[src/hw/rtl/clss_pkg.sv]
`default_nettype none

package clss_pkg;

  // Sizing of the search chain and the stream counters
  localparam int MAX_PATTERN  = 32;
  localparam int OFFSET_BITS  = 40;
  localparam int LINE_BITS    = 32;

  // Fixed widths of the channel and register fields
  localparam int BYTE_W       = 8;
  localparam int LINE_OUT_W   = 32;
  localparam int OFFSET_OUT_W = 40;
  localparam int PAT_LEN_W    = 6;
  localparam int CNT_W        = 32;
  localparam int CFG_DATA_W   = 64;
  localparam int CFG_IDX_W    = 3;
  localparam int NUM_PAT_REGS = 4;
  localparam int PAT_REG_BYTES = CFG_DATA_W / BYTE_W;
  localparam int LINE_CMP_W   = (LINE_BITS > CNT_W) ? LINE_BITS : CNT_W;

  // Register indexes of the configuration port
  localparam logic [CFG_IDX_W-1:0] CFG_PAT0        = 3'd0;
  localparam logic [CFG_IDX_W-1:0] CFG_PAT1        = 3'd1;
  localparam logic [CFG_IDX_W-1:0] CFG_PAT2        = 3'd2;
  localparam logic [CFG_IDX_W-1:0] CFG_PAT3        = 3'd3;
  localparam logic [CFG_IDX_W-1:0] CFG_PAT_LEN     = 3'd4;
  localparam logic [CFG_IDX_W-1:0] CFG_START_LINE  = 3'd5;
  localparam logic [CFG_IDX_W-1:0] CFG_MATCH_LIMIT = 3'd6;

  // Register reset values
  localparam logic [PAT_LEN_W-1:0] PAT_LEN_RST     = 6'd1;
  localparam logic [CNT_W-1:0]     START_LINE_RST  = 32'd1;
  localparam logic [CNT_W-1:0]     MATCH_LIMIT_RST = 32'd20;

  // Character codes
  localparam logic [BYTE_W-1:0] CH_LF      = 8'h0A;
  localparam logic [BYTE_W-1:0] CH_CR      = 8'h0D;
  localparam logic [BYTE_W-1:0] CH_UC_A    = 8'h41;
  localparam logic [BYTE_W-1:0] CH_UC_Z    = 8'h5A;
  localparam logic [BYTE_W-1:0] FOLD_DELTA = 8'h20;

  // Counter limits
  localparam logic [OFFSET_BITS-1:0] OFF_MAX  = '1;
  localparam logic [LINE_BITS-1:0]   LINE_MAX = '1;

  // Settings seen by the datapath
  typedef struct packed {
    logic [MAX_PATTERN-1:0][BYTE_W-1:0] pat_fold;
    logic [PAT_LEN_W-1:0]               pat_len;
    logic [CNT_W-1:0]                   start_line;
    logic [CNT_W-1:0]                   match_limit;
  } clss_cfg_t;

  // Per-byte control sent to every cell of the chain
  typedef struct packed {
    logic shift;
    logic clear;
  } clss_ctl_t;

  // Map ASCII upper case to lower case
  function automatic logic [BYTE_W-1:0] fold(input logic [BYTE_W-1:0] c);
    logic [BYTE_W-1:0] r;
    r = c;
    if (c >= CH_UC_A && c <= CH_UC_Z) begin
      r = c + FOLD_DELTA;
    end
    return r;
  endfunction

endpackage

`default_nettype wire

[src/hw/rtl/clss_if.sv]
`default_nettype none

interface clss_in_if;
  import clss_pkg::*;
  logic              valid;
  logic              ready;
  logic [BYTE_W-1:0] text_byte;
  logic              end_of_text;

  modport source (output valid, output text_byte, output end_of_text, input ready);
  modport sink   (input valid, input text_byte, input end_of_text, output ready);
endinterface

interface clss_out_if;
  import clss_pkg::*;
  logic                    valid;
  logic                    ready;
  logic [LINE_OUT_W-1:0]   line_number;
  logic [OFFSET_OUT_W-1:0] line_offset;
  logic                    is_match;
  logic                    stream_done;

  modport source (output valid, output line_number, output line_offset,
                  output is_match, output stream_done, input ready);
  modport sink   (input valid, input line_number, input line_offset,
                  input is_match, input stream_done, output ready);
endinterface

`default_nettype wire

[src/hw/rtl/caseless_line_substring_search.sv]
`default_nettype none

// Channel   Dir  Payload                                          Transfer
// text_in   in   text_byte[7:0], end_of_text                      valid && ready
// res_out   out  line_number[31:0], line_offset[39:0],            valid && ready
//                is_match, stream_done
// cfg       in   cfg_idx_i[2:0], cfg_wdata_i[63:0]                cfg_we_i
//
// One byte per cycle unless stalled; a result is registered in the cycle after its byte.
// The chain of match cells compares every pattern position against each byte at once.
// Reset gives pattern length 1, start line 1, match limit 20 and an empty stream.
// Input is held off only while a result waits in the output register and the sink stalls.

module caseless_line_substring_search
  import clss_pkg::*;
(
  input  wire logic                  clk_i,
  input  wire logic                  rst_ni,
  clss_in_if.sink                    text_in,
  clss_out_if.source                 res_out,
  input  wire logic                  cfg_we_i,
  input  wire logic [CFG_IDX_W-1:0]  cfg_idx_i,
  input  wire logic [CFG_DATA_W-1:0] cfg_wdata_i
);

  clss_cfg_t cfg;

  clss_cfg u_cfg (
    .clk_i       (clk_i),
    .rst_ni      (rst_ni),
    .cfg_we_i    (cfg_we_i),
    .cfg_idx_i   (cfg_idx_i),
    .cfg_wdata_i (cfg_wdata_i),
    .cfg_o       (cfg)
  );

  logic                    accept;
  logic [BYTE_W-1:0]       byte_fold;
  logic                    is_lf;
  logic                    is_cr;
  logic                    eot;
  clss_ctl_t               ctl;
  logic [MAX_PATTERN-1:0]  link_q;
  logic [MAX_PATTERN-1:0]  hit_next;
  logic [MAX_PATTERN-1:0]  len_sel;
  logic                    len_ok;
  logic                    win_hit;

  logic                    line_hit_q, line_hit_d;
  logic                    hit_ret_q, hit_ret_d;
  logic [LINE_BITS-1:0]    cur_line_q, cur_line_d;
  logic [OFFSET_BITS-1:0]  line_start_q, line_start_d;
  logic [OFFSET_BITS-1:0]  byte_pos_q, byte_pos_d;
  logic [CNT_W-1:0]        reported_q, reported_d;

  logic                    hit_eff;
  logic                    eligible;
  logic                    report;
  logic                    load;
  logic [OFFSET_BITS-1:0]  next_pos;

  logic                    out_valid_q, out_valid_d;
  logic [LINE_OUT_W-1:0]   out_line_q;
  logic [OFFSET_OUT_W-1:0] out_off_q;
  logic                    out_match_q;
  logic                    out_done_q;

  // Input side of the handshake
  assign text_in.ready = !out_valid_q || res_out.ready;
  assign accept        = text_in.valid && text_in.ready;
  assign byte_fold     = fold(text_in.text_byte);
  assign is_lf         = (text_in.text_byte == CH_LF);
  assign is_cr         = (text_in.text_byte == CH_CR);
  assign eot           = text_in.end_of_text;

  // Shift on every byte of a line; drop the chain at a line or stream end
  assign ctl.shift = accept && !is_lf;
  assign ctl.clear = accept && (is_lf || eot);

  // Chain of cells, one per pattern position
  for (genvar j = 0; j < MAX_PATTERN; j++) begin : g_cell
    logic link_in;
    if (j == 0) begin : g_head
      assign link_in = 1'b1;
    end else begin : g_body
      assign link_in = link_q[j-1];
    end

    clss_cell u_cell (
      .clk_i  (clk_i),
      .rst_ni (rst_ni),
      .ctl_i  (ctl),
      .byte_i (byte_fold),
      .pat_i  (cfg.pat_fold[j]),
      .link_i (link_in),
      .link_o (link_q[j]),
      .hit_o  (hit_next[j])
    );

    assign len_sel[j] = (32'(cfg.pat_len) == 32'(j + 1));
  end

  // Full pattern seen at the current byte
  assign len_ok  = (cfg.pat_len != '0) && (32'(cfg.pat_len) <= 32'(MAX_PATTERN));
  assign win_hit = len_ok && |(hit_next & len_sel);

  // Line status after this byte, counting a held return that proved not trailing
  always_comb begin
    hit_eff = line_hit_q;
    if (!is_lf) begin
      hit_eff = line_hit_q || hit_ret_q || (win_hit && !is_cr);
    end
  end

  assign eligible = (LINE_CMP_W'(cur_line_q) >= LINE_CMP_W'(cfg.start_line)) &&
                    (reported_q < cfg.match_limit);
  assign report   = (is_lf || eot) && hit_eff && eligible;
  assign next_pos = (byte_pos_q == OFF_MAX) ? byte_pos_q : byte_pos_q + 1'b1;
  assign load     = accept && (report || eot);

  // Stream state update
  always_comb begin
    line_hit_d   = line_hit_q;
    hit_ret_d    = hit_ret_q;
    cur_line_d   = cur_line_q;
    line_start_d = line_start_q;
    byte_pos_d   = byte_pos_q;
    reported_d   = reported_q;
    if (accept) begin
      if (eot) begin
        line_hit_d   = 1'b0;
        hit_ret_d    = 1'b0;
        cur_line_d   = LINE_BITS'(1);
        line_start_d = '0;
        byte_pos_d   = '0;
        reported_d   = '0;
      end else if (is_lf) begin
        line_hit_d   = 1'b0;
        hit_ret_d    = 1'b0;
        cur_line_d   = (cur_line_q == LINE_MAX) ? cur_line_q : cur_line_q + 1'b1;
        line_start_d = next_pos;
        byte_pos_d   = next_pos;
        reported_d   = reported_q + CNT_W'(report);
      end else begin
        line_hit_d   = hit_eff;
        hit_ret_d    = win_hit && is_cr;
        byte_pos_d   = next_pos;
      end
    end
  end

  always_ff @(posedge clk_i or negedge rst_ni) begin
    if (!rst_ni) begin
      line_hit_q   <= 1'b0;
      hit_ret_q    <= 1'b0;
      cur_line_q   <= LINE_BITS'(1);
      line_start_q <= '0;
      byte_pos_q   <= '0;
      reported_q   <= '0;
    end else begin
      line_hit_q   <= line_hit_d;
      hit_ret_q    <= hit_ret_d;
      cur_line_q   <= cur_line_d;
      line_start_q <= line_start_d;
      byte_pos_q   <= byte_pos_d;
      reported_q   <= reported_d;
    end
  end

  // Output register: load a result, release it on transfer
  always_comb begin
    out_valid_d = out_valid_q;
    if (load) begin
      out_valid_d = 1'b1;
    end else if (res_out.ready) begin
      out_valid_d = 1'b0;
    end
  end

  always_ff @(posedge clk_i or negedge rst_ni) begin
    if (!rst_ni) begin
      out_valid_q <= 1'b0;
    end else begin
      out_valid_q <= out_valid_d;
    end
  end

  always_ff @(posedge clk_i) begin
    if (load) begin
      out_line_q  <= report ? LINE_OUT_W'(cur_line_q) : '0;
      out_off_q   <= report ? OFFSET_OUT_W'(line_start_q) : '0;
      out_match_q <= report;
      out_done_q  <= eot;
    end
  end

  assign res_out.valid       = out_valid_q;
  assign res_out.line_number = out_line_q;
  assign res_out.line_offset = out_off_q;
  assign res_out.is_match    = out_match_q;
  assign res_out.stream_done = out_done_q;

`ifndef SYNTHESIS
  // A done result without a match carries no line
  a_nomatch_zero: assert property (@(posedge clk_i) disable iff (!rst_ni)
    res_out.valid && !res_out.is_match |-> res_out.line_number == '0 &&
    res_out.line_offset == '0)
    else $error("done result without match carries a line");

  // The last byte of a stream always leaves a done result
  a_eot_result: assert property (@(posedge clk_i) disable iff (!rst_ni)
    accept && eot |=> res_out.valid && res_out.stream_done)
    else $error("end of stream gave no done result");

  // The last byte of a stream clears the stream counters
  a_eot_clear: assert property (@(posedge clk_i) disable iff (!rst_ni)
    accept && eot |=> cur_line_q == LINE_BITS'(1) && byte_pos_q == '0 &&
    reported_q == '0 && !line_hit_q && !hit_ret_q)
    else $error("stream state not cleared after end of stream");

  // Input is held off only behind a stalled result
  a_ready: assert property (@(posedge clk_i) disable iff (!rst_ni)
    !text_in.ready |-> res_out.valid && !res_out.ready)
    else $error("input stalled without a pending result");

  // A line never starts beyond the current position
  a_line_start: assert property (@(posedge clk_i) disable iff (!rst_ni)
    line_start_q <= byte_pos_q)
    else $error("line start beyond byte position");
`endif

endmodule

`default_nettype wire

[src/hw/rtl/clss_cell.sv]
`default_nettype none

module clss_cell
  import clss_pkg::*;
(
  input  wire logic              clk_i,
  input  wire logic              rst_ni,
  input  wire clss_ctl_t         ctl_i,
  input  wire logic [BYTE_W-1:0] byte_i,
  input  wire logic [BYTE_W-1:0] pat_i,
  input  wire logic              link_i,
  output logic                   link_o,
  output logic                   hit_o
);

  logic match_q;
  logic match_d;

  // Extend the prefix match of the left neighbor by the incoming byte
  assign match_d = link_i && (byte_i == pat_i);

  always_ff @(posedge clk_i or negedge rst_ni) begin
    if (!rst_ni) begin
      match_q <= 1'b0;
    end else if (ctl_i.clear) begin
      match_q <= 1'b0;
    end else if (ctl_i.shift) begin
      match_q <= match_d;
    end
  end

  assign link_o = match_q;
  assign hit_o  = match_d;

endmodule

`default_nettype wire

[src/hw/rtl/clss_cfg.sv]
`default_nettype none

module clss_cfg
  import clss_pkg::*;
(
  input  wire logic                  clk_i,
  input  wire logic                  rst_ni,
  input  wire logic                  cfg_we_i,
  input  wire logic [CFG_IDX_W-1:0]  cfg_idx_i,
  input  wire logic [CFG_DATA_W-1:0] cfg_wdata_i,
  output clss_cfg_t                  cfg_o
);

  logic [NUM_PAT_REGS-1:0][CFG_DATA_W-1:0] pat_q;
  logic [PAT_LEN_W-1:0]                    pat_len_q;
  logic [CNT_W-1:0]                        start_line_q;
  logic [CNT_W-1:0]                        match_limit_q;

  // Take register writes; unknown indexes drop
  always_ff @(posedge clk_i or negedge rst_ni) begin
    if (!rst_ni) begin
      pat_q         <= '0;
      pat_len_q     <= PAT_LEN_RST;
      start_line_q  <= START_LINE_RST;
      match_limit_q <= MATCH_LIMIT_RST;
    end else if (cfg_we_i) begin
      case (cfg_idx_i)
        CFG_PAT0:        pat_q[0]      <= cfg_wdata_i;
        CFG_PAT1:        pat_q[1]      <= cfg_wdata_i;
        CFG_PAT2:        pat_q[2]      <= cfg_wdata_i;
        CFG_PAT3:        pat_q[3]      <= cfg_wdata_i;
        CFG_PAT_LEN:     pat_len_q     <= cfg_wdata_i[PAT_LEN_W-1:0];
        CFG_START_LINE:  start_line_q  <= cfg_wdata_i[CNT_W-1:0];
        CFG_MATCH_LIMIT: match_limit_q <= cfg_wdata_i[CNT_W-1:0];
        default: ;
      endcase
    end
  end

  // Fold pattern bytes; bytes past the registers read as zero
  for (genvar j = 0; j < MAX_PATTERN; j++) begin : g_pat
    if (j < NUM_PAT_REGS * PAT_REG_BYTES) begin : g_held
      assign cfg_o.pat_fold[j] =
        fold(pat_q[j / PAT_REG_BYTES][(j % PAT_REG_BYTES) * BYTE_W +: BYTE_W]);
    end else begin : g_zero
      assign cfg_o.pat_fold[j] = '0;
    end
  end

  assign cfg_o.pat_len     = pat_len_q;
  assign cfg_o.start_line  = start_line_q;
  assign cfg_o.match_limit = match_limit_q;

endmodule

`default_nettype wire
[src/flat_wrapper.sv]
// flat-port wrapper written by rule: the top's interface ports become plain ports
module caseless_line_substring_search_flat import clss_pkg::*;
  (clk_i, rst_ni, cfg_we_i, cfg_idx_i, cfg_wdata_i, text_in_valid, text_in_text_byte, text_in_end_of_text, text_in_ready, res_out_valid, res_out_line_number, res_out_line_offset, res_out_is_match, res_out_stream_done, res_out_ready);
  clss_in_if text_in_i ();
  clss_out_if res_out_i ();
  input  wire logic clk_i;
  input  wire logic rst_ni;
  input  wire logic cfg_we_i;
  input  wire logic [CFG_IDX_W-1:0] cfg_idx_i;
  input  wire logic [CFG_DATA_W-1:0] cfg_wdata_i;
  input wire logic [$bits(text_in_i.valid)-1:0] text_in_valid;
  input wire logic [$bits(text_in_i.text_byte)-1:0] text_in_text_byte;
  input wire logic [$bits(text_in_i.end_of_text)-1:0] text_in_end_of_text;
  output wire logic [$bits(text_in_i.ready)-1:0] text_in_ready;
  output wire logic [$bits(res_out_i.valid)-1:0] res_out_valid;
  output wire logic [$bits(res_out_i.line_number)-1:0] res_out_line_number;
  output wire logic [$bits(res_out_i.line_offset)-1:0] res_out_line_offset;
  output wire logic [$bits(res_out_i.is_match)-1:0] res_out_is_match;
  output wire logic [$bits(res_out_i.stream_done)-1:0] res_out_stream_done;
  input wire logic [$bits(res_out_i.ready)-1:0] res_out_ready;
  assign text_in_i.valid = text_in_valid;
  assign text_in_i.text_byte = text_in_text_byte;
  assign text_in_i.end_of_text = text_in_end_of_text;
  assign text_in_ready = text_in_i.ready;
  assign res_out_valid = res_out_i.valid;
  assign res_out_line_number = res_out_i.line_number;
  assign res_out_line_offset = res_out_i.line_offset;
  assign res_out_is_match = res_out_i.is_match;
  assign res_out_stream_done = res_out_i.stream_done;
  assign res_out_i.ready = res_out_ready;
  caseless_line_substring_search u_core (.clk_i(clk_i), .rst_ni(rst_ni), .text_in(text_in_i), .res_out(res_out_i), .cfg_we_i(cfg_we_i), .cfg_idx_i(cfg_idx_i), .cfg_wdata_i(cfg_wdata_i));
endmodule
[config.mk]
export PLATFORM = sky130hd
export DESIGN_NAME = caseless_line_substring_search_flat
export DESIGN_NICKNAME = d
export VERILOG_FILES = /design/src/hw/rtl/clss_pkg.sv /design/src/hw/rtl/clss_if.sv /design/src/hw/rtl/caseless_line_substring_search.sv /design/src/hw/rtl/clss_cell.sv /design/src/hw/rtl/clss_cfg.sv /design/src/flat_wrapper.sv
export SDC_FILE = /design/constraint.sdc
export NUM_CORES = 1
export LEC_CHECK = 0
export CAP_MARGIN = 20
export CORE_UTILIZATION = 45
export CTS_BUF_LIST = sky130_fd_sc_hd__clkbuf_16
export DETAILED_ROUTE_END_ITERATION = 8
export DONT_BUFFER_PORTS = 1
export REMOVE_ABC_BUFFERS = 1
export SYNTH_ARGS = -nofsm -noshare
export SYNTH_HDL_FRONTEND = slang
export SYNTH_SLANG_ARGS = --single-unit
[constraint.sdc]
create_clock -name clk_i -period 6.39 [get_ports clk_i]
set_clock_uncertainty 0.15 [all_clocks]
set_input_delay 0.9585 -clock clk_i [delete_from_list [all_inputs] [get_ports clk_i]]
set_output_delay 0.9585 -clock clk_i [all_outputs]
set_load 0.02 [all_outputs]
==> metrics.csv <==
stage,metric,value,unit
critical_path,cp-end-kind,register,
detailed_routing,vias_per_cell,5.832,
critical_path,crit_required,6.72,ns
cells_and_area,multiInputGateArea,0.01572,sq mm
place,port_buffers,0,
place,place_ws,0.2381,ns
die,initial_core_util,45.81,%
detailed_routing,drtIter0Drc,1402,
outcome,status,"complete, but fails checks",
timing,rsz0062_at_grt,false,
place,dp_cells,3812,
timing,setup_violations,0,
detailed_routing,ant_nets,0,
cells_and_area,final_common_cell,dfrtp_1,
critical_path,path_max_fanout,17,
timing,slew_violations,36,
place,globalplace.congestion,0.9458,
timing,whs,-0.09298,ns
critical_path,arrival,5.88,ns
synthesis,synthDistinctLibCells,102,
synthesis,synth.area.top_cells,"dfrtp_1 (39%), mux2_2 (10%), edfxtp_1 (7.0%)",
grt,grt_usage,24.20,%
timing,layout_min_cycle_time,5.554,ns
clock_tree,cts_resized,0,
synthesis,seq_area_frac_synth,46.90,%
place,dp_hpwl,58730,microns
synthesis,syn_avg_cell_area,10.59,sq um
grt,grt_overflow,0,
die,die-area,0.07138,sq mm
clock_tree,cts.sinks,578,
grt,grt_pass1_wl,133500,microns
cells_and_area,final_nets,3134,
timing,fmax,180.1,MHz
timing,final.setup.worst_slack,0.8363,ns
pwr,ir_drop,0.0002445,V
detailed_routing,vias,22960,
synthesis,synth-edff-count,74,
clock_tree,clk_latency,0.62,ns
synthesis,netlist_area,0.03164,sq mm
grt,antenna_found_initial,1,
hold_path,hold_path_class,in2async,
synthesis,ys.flop_type,dfrtp_1,
flow_run,max_cap_viol_count,0,
synthesis,synth_cells,2989,
place,placed_cell_area,0.03240,sq mm
timing,hold_viol_final,143,
pwr,p_leak,0.01453,uW
timing,maxSlewHeadroom,-1.128,%
cells_and_area,utilization,50.08,%
grt,first_global_vias,23020,
critical_path,crit_type,in2reg,
cells_and_area,instances_no_fill,3937,
critical_path,worstSetupStartpointType,input pin,
synthesis,synth_top_area_cell,dfrtp_1,
die,die_height,267.2,microns
synthesis,ys_warn_count,0,
cells_and_area,final_area,0.03459,sq mm
clock_tree,root_buffer,clkbuf_16,
clock_tree,clkTransAtPathRegs,0.06,ns
detailed_routing,drt-pass1-iter-count,6,
detailed_routing,wl_per_cell,21.64,microns
clock_tree,cts_tree,done,
cells_and_area,layout_common_cells,"dfrtp_1 (499), mux2_2 (292), nand2_1 (281)",
die,fp.dieW,267.2,microns
clock_tree,clockBufferDepth,3,
pwr,power_density,301.3,mW/mm^2
synthesis,ys_ff_latch,578,
clock_tree,postCtsSetupBuffers,0,
cells_and_area,fillers,6203,
detailed_routing,drt-total-wl,85210,microns
synthesis,async_reset_ff_share,87.20,%
cells_and_area,layout.area.seq,0.01484,sq mm
cells_and_area,synthToLayoutAreaGrowth,9.320,%
timing,period_share,86.91,%
detailed_routing,drcViolationCount,0,
die,rows,96,
die,coreArea,0.06907,sq mm
outcome,violations,"negative hold slack, max-slew violations",
cells_and_area,drive_above_1_share,16.17,%
clock_tree,cts_max_level,3,
clock_tree,numCtsBuffers,68,
timing,tightest_slew,1.517,ns
die,io_pins,157,
synthesis,synth_top_area_share,39.46,%
grt,grt_max_degree,505,
[cells by family after synthesis]
| logic type | count (synthesis) | synth area share [%] |
|---|---|---|
| AOI/OAI and AO/OA | 524 | 11.50 |
| xor gates and xnor gates | 311 | 8.608 |
| adders and majority gates | 100 | 3.954 |
| buffers and inverters | 258 | 3.555 |
| DFF | 578 | 46.90 |
| muxes | 294 | 10.46 |
| and+or+nand+nor | 924 | 15.02 |
[synth_stat cells, types with 7 or more instances]
cell type,instances
o41ai_1,8
o221ai_1,10
o22ai_1,11
xnor2_1,143
nor3_1,65
nand2_1,283
inv_1,121
o31ai_1,31
a22o_1,15
clkbuf_1,83
nand3_1,75
nor4_1,41
a211oi_1,12
nor3b_1,7
a221oi_1,15
buf_1,7
dfrtp_1,499
and2_1,90
a31oi_1,25
buf_6,12
buf_4,9
o21a_1,8
buf_2,24
a22oi_1,8
and3_1,32
and4_1,15
nand2b_1,13
or2_2,13
edfxtp_1,74
or3_1,20
nand4_1,44
nor2b_1,16
a211o_1,7
nor2_1,147
mux2_2,292
a21boi_0,10
a41oi_1,20
a21o_1,33
o21ai_1,8
o21ai_0,139
a2bb2oi_1,19
ha_1,100
or4_1,13
xor2_1,168
a21oi_1,74
[registers in the layout, indices dropped and copies added, names as in the netlist]
| register | count |
|---|---|
| u_core.u_cfg.pat_q | 256 |
| u_core.byte_pos_q | 40 |
| u_core.line_start_q | 40 |
| u_core.res_out.line_offset | 40 |
| u_core.cur_line_q | 32 |
| u_core.reported_q | 32 |
| u_core.res_out.line_number | 32 |
| u_core.u_cfg.match_limit_q | 32 |
| u_core.u_cfg.start_line_q | 32 |
| u_core.g_cell.u_cell.link_o | 31 |
| u_core.u_cfg.pat_len_q | 6 |
| u_core.hit_ret_q | 1 |
| u_core.line_hit_q | 1 |
| u_core.res_out.is_match | 1 |
| u_core.res_out.stream_done | 1 |
| u_core.res_out.valid | 1 |
[per-stage QoR]
step	setup TNS [ns]	total power, uW
global route	0	10930
floorplan	-182.35	6163
CTS	0	10510
global placement	0	6593
finish	0	10420
detailed placement	0	6706
[cell type report]
type | instances | area share (%)
multi-input combinational | 2153 | 45.43
sequential | 578 | 42.90
clock buffer | 68 | 4.919
tap | 931 | 3.368
inverter | 123 | 1.342
clock inverter | 54 | 1.306
timing repair buffer | 29 | 0.7234
antenna | 1 | 0.007234
[final timing paths]
| path | end | cells past startpoint | slack, ns | startpoint |
|---|---|---|---|---|
| setup / recovery | u_core.reported_q[31] | 22 | 0.84 | text_in_text_byte[5] |
| hold / removal | u_core.u_cfg.pat_q[32] | 0 | -0.09 | rst_ni |
| setup reg to reg | u_core.reported_q[31] | 21 | 0.91 | u_core.u_cfg.pat_q[126] |
| hold reg to reg | u_core.line_start_q[11] | 2 | 0.32 | u_core.line_start_q[11] |
| max in group asynchronous | u_core.line_start_q[33] | 0 | 4.97 | rst_ni |
| min in group clk_i | u_core.u_cfg.pat_q[181] | 2 | 0.31 | cfg_wdata_i[53] |
[power breakdown]
part | switching, uW | internal (uW) | leakage (uW)
sequential | 562 | 4210 | 0.00712
clock | 1600 | 2160 | 0.00109
combinational | 925 | 967 | 0.00631
total | 3090 | 7340 | 0.0145
[worst max-delay path: stages]
cell and delay [ns]:
ha_1 0.31, o21a_1 0.23, a31o_2 0.25, nor2_2 0.63, buf_4 0.27, xnor2_1 0.07, or4_1 0.51, o32ai_1 0.20
nor4_1 0.15, nand3_2 0.15, o21ai_2 0.10, inv_4 0.08, ha_1 0.15, and2_1 0.12, nand4_1 0.18, nor3_2 0.34
nand2_1 0.19, or2_1 0.34, nor2_1 0.28, nand3_1 0.13, xor2_1 0.16, nor2_1 0.06
[layer usage]
metal / wire [microns] / global-route usage, %
met1: 36820 / 31.54
met2: 41720 / 40.81
met3: 4015 / 3.853
met4: 2651 / 8.201
met5: 0 / 0
(Power assumes the default switching activity.)
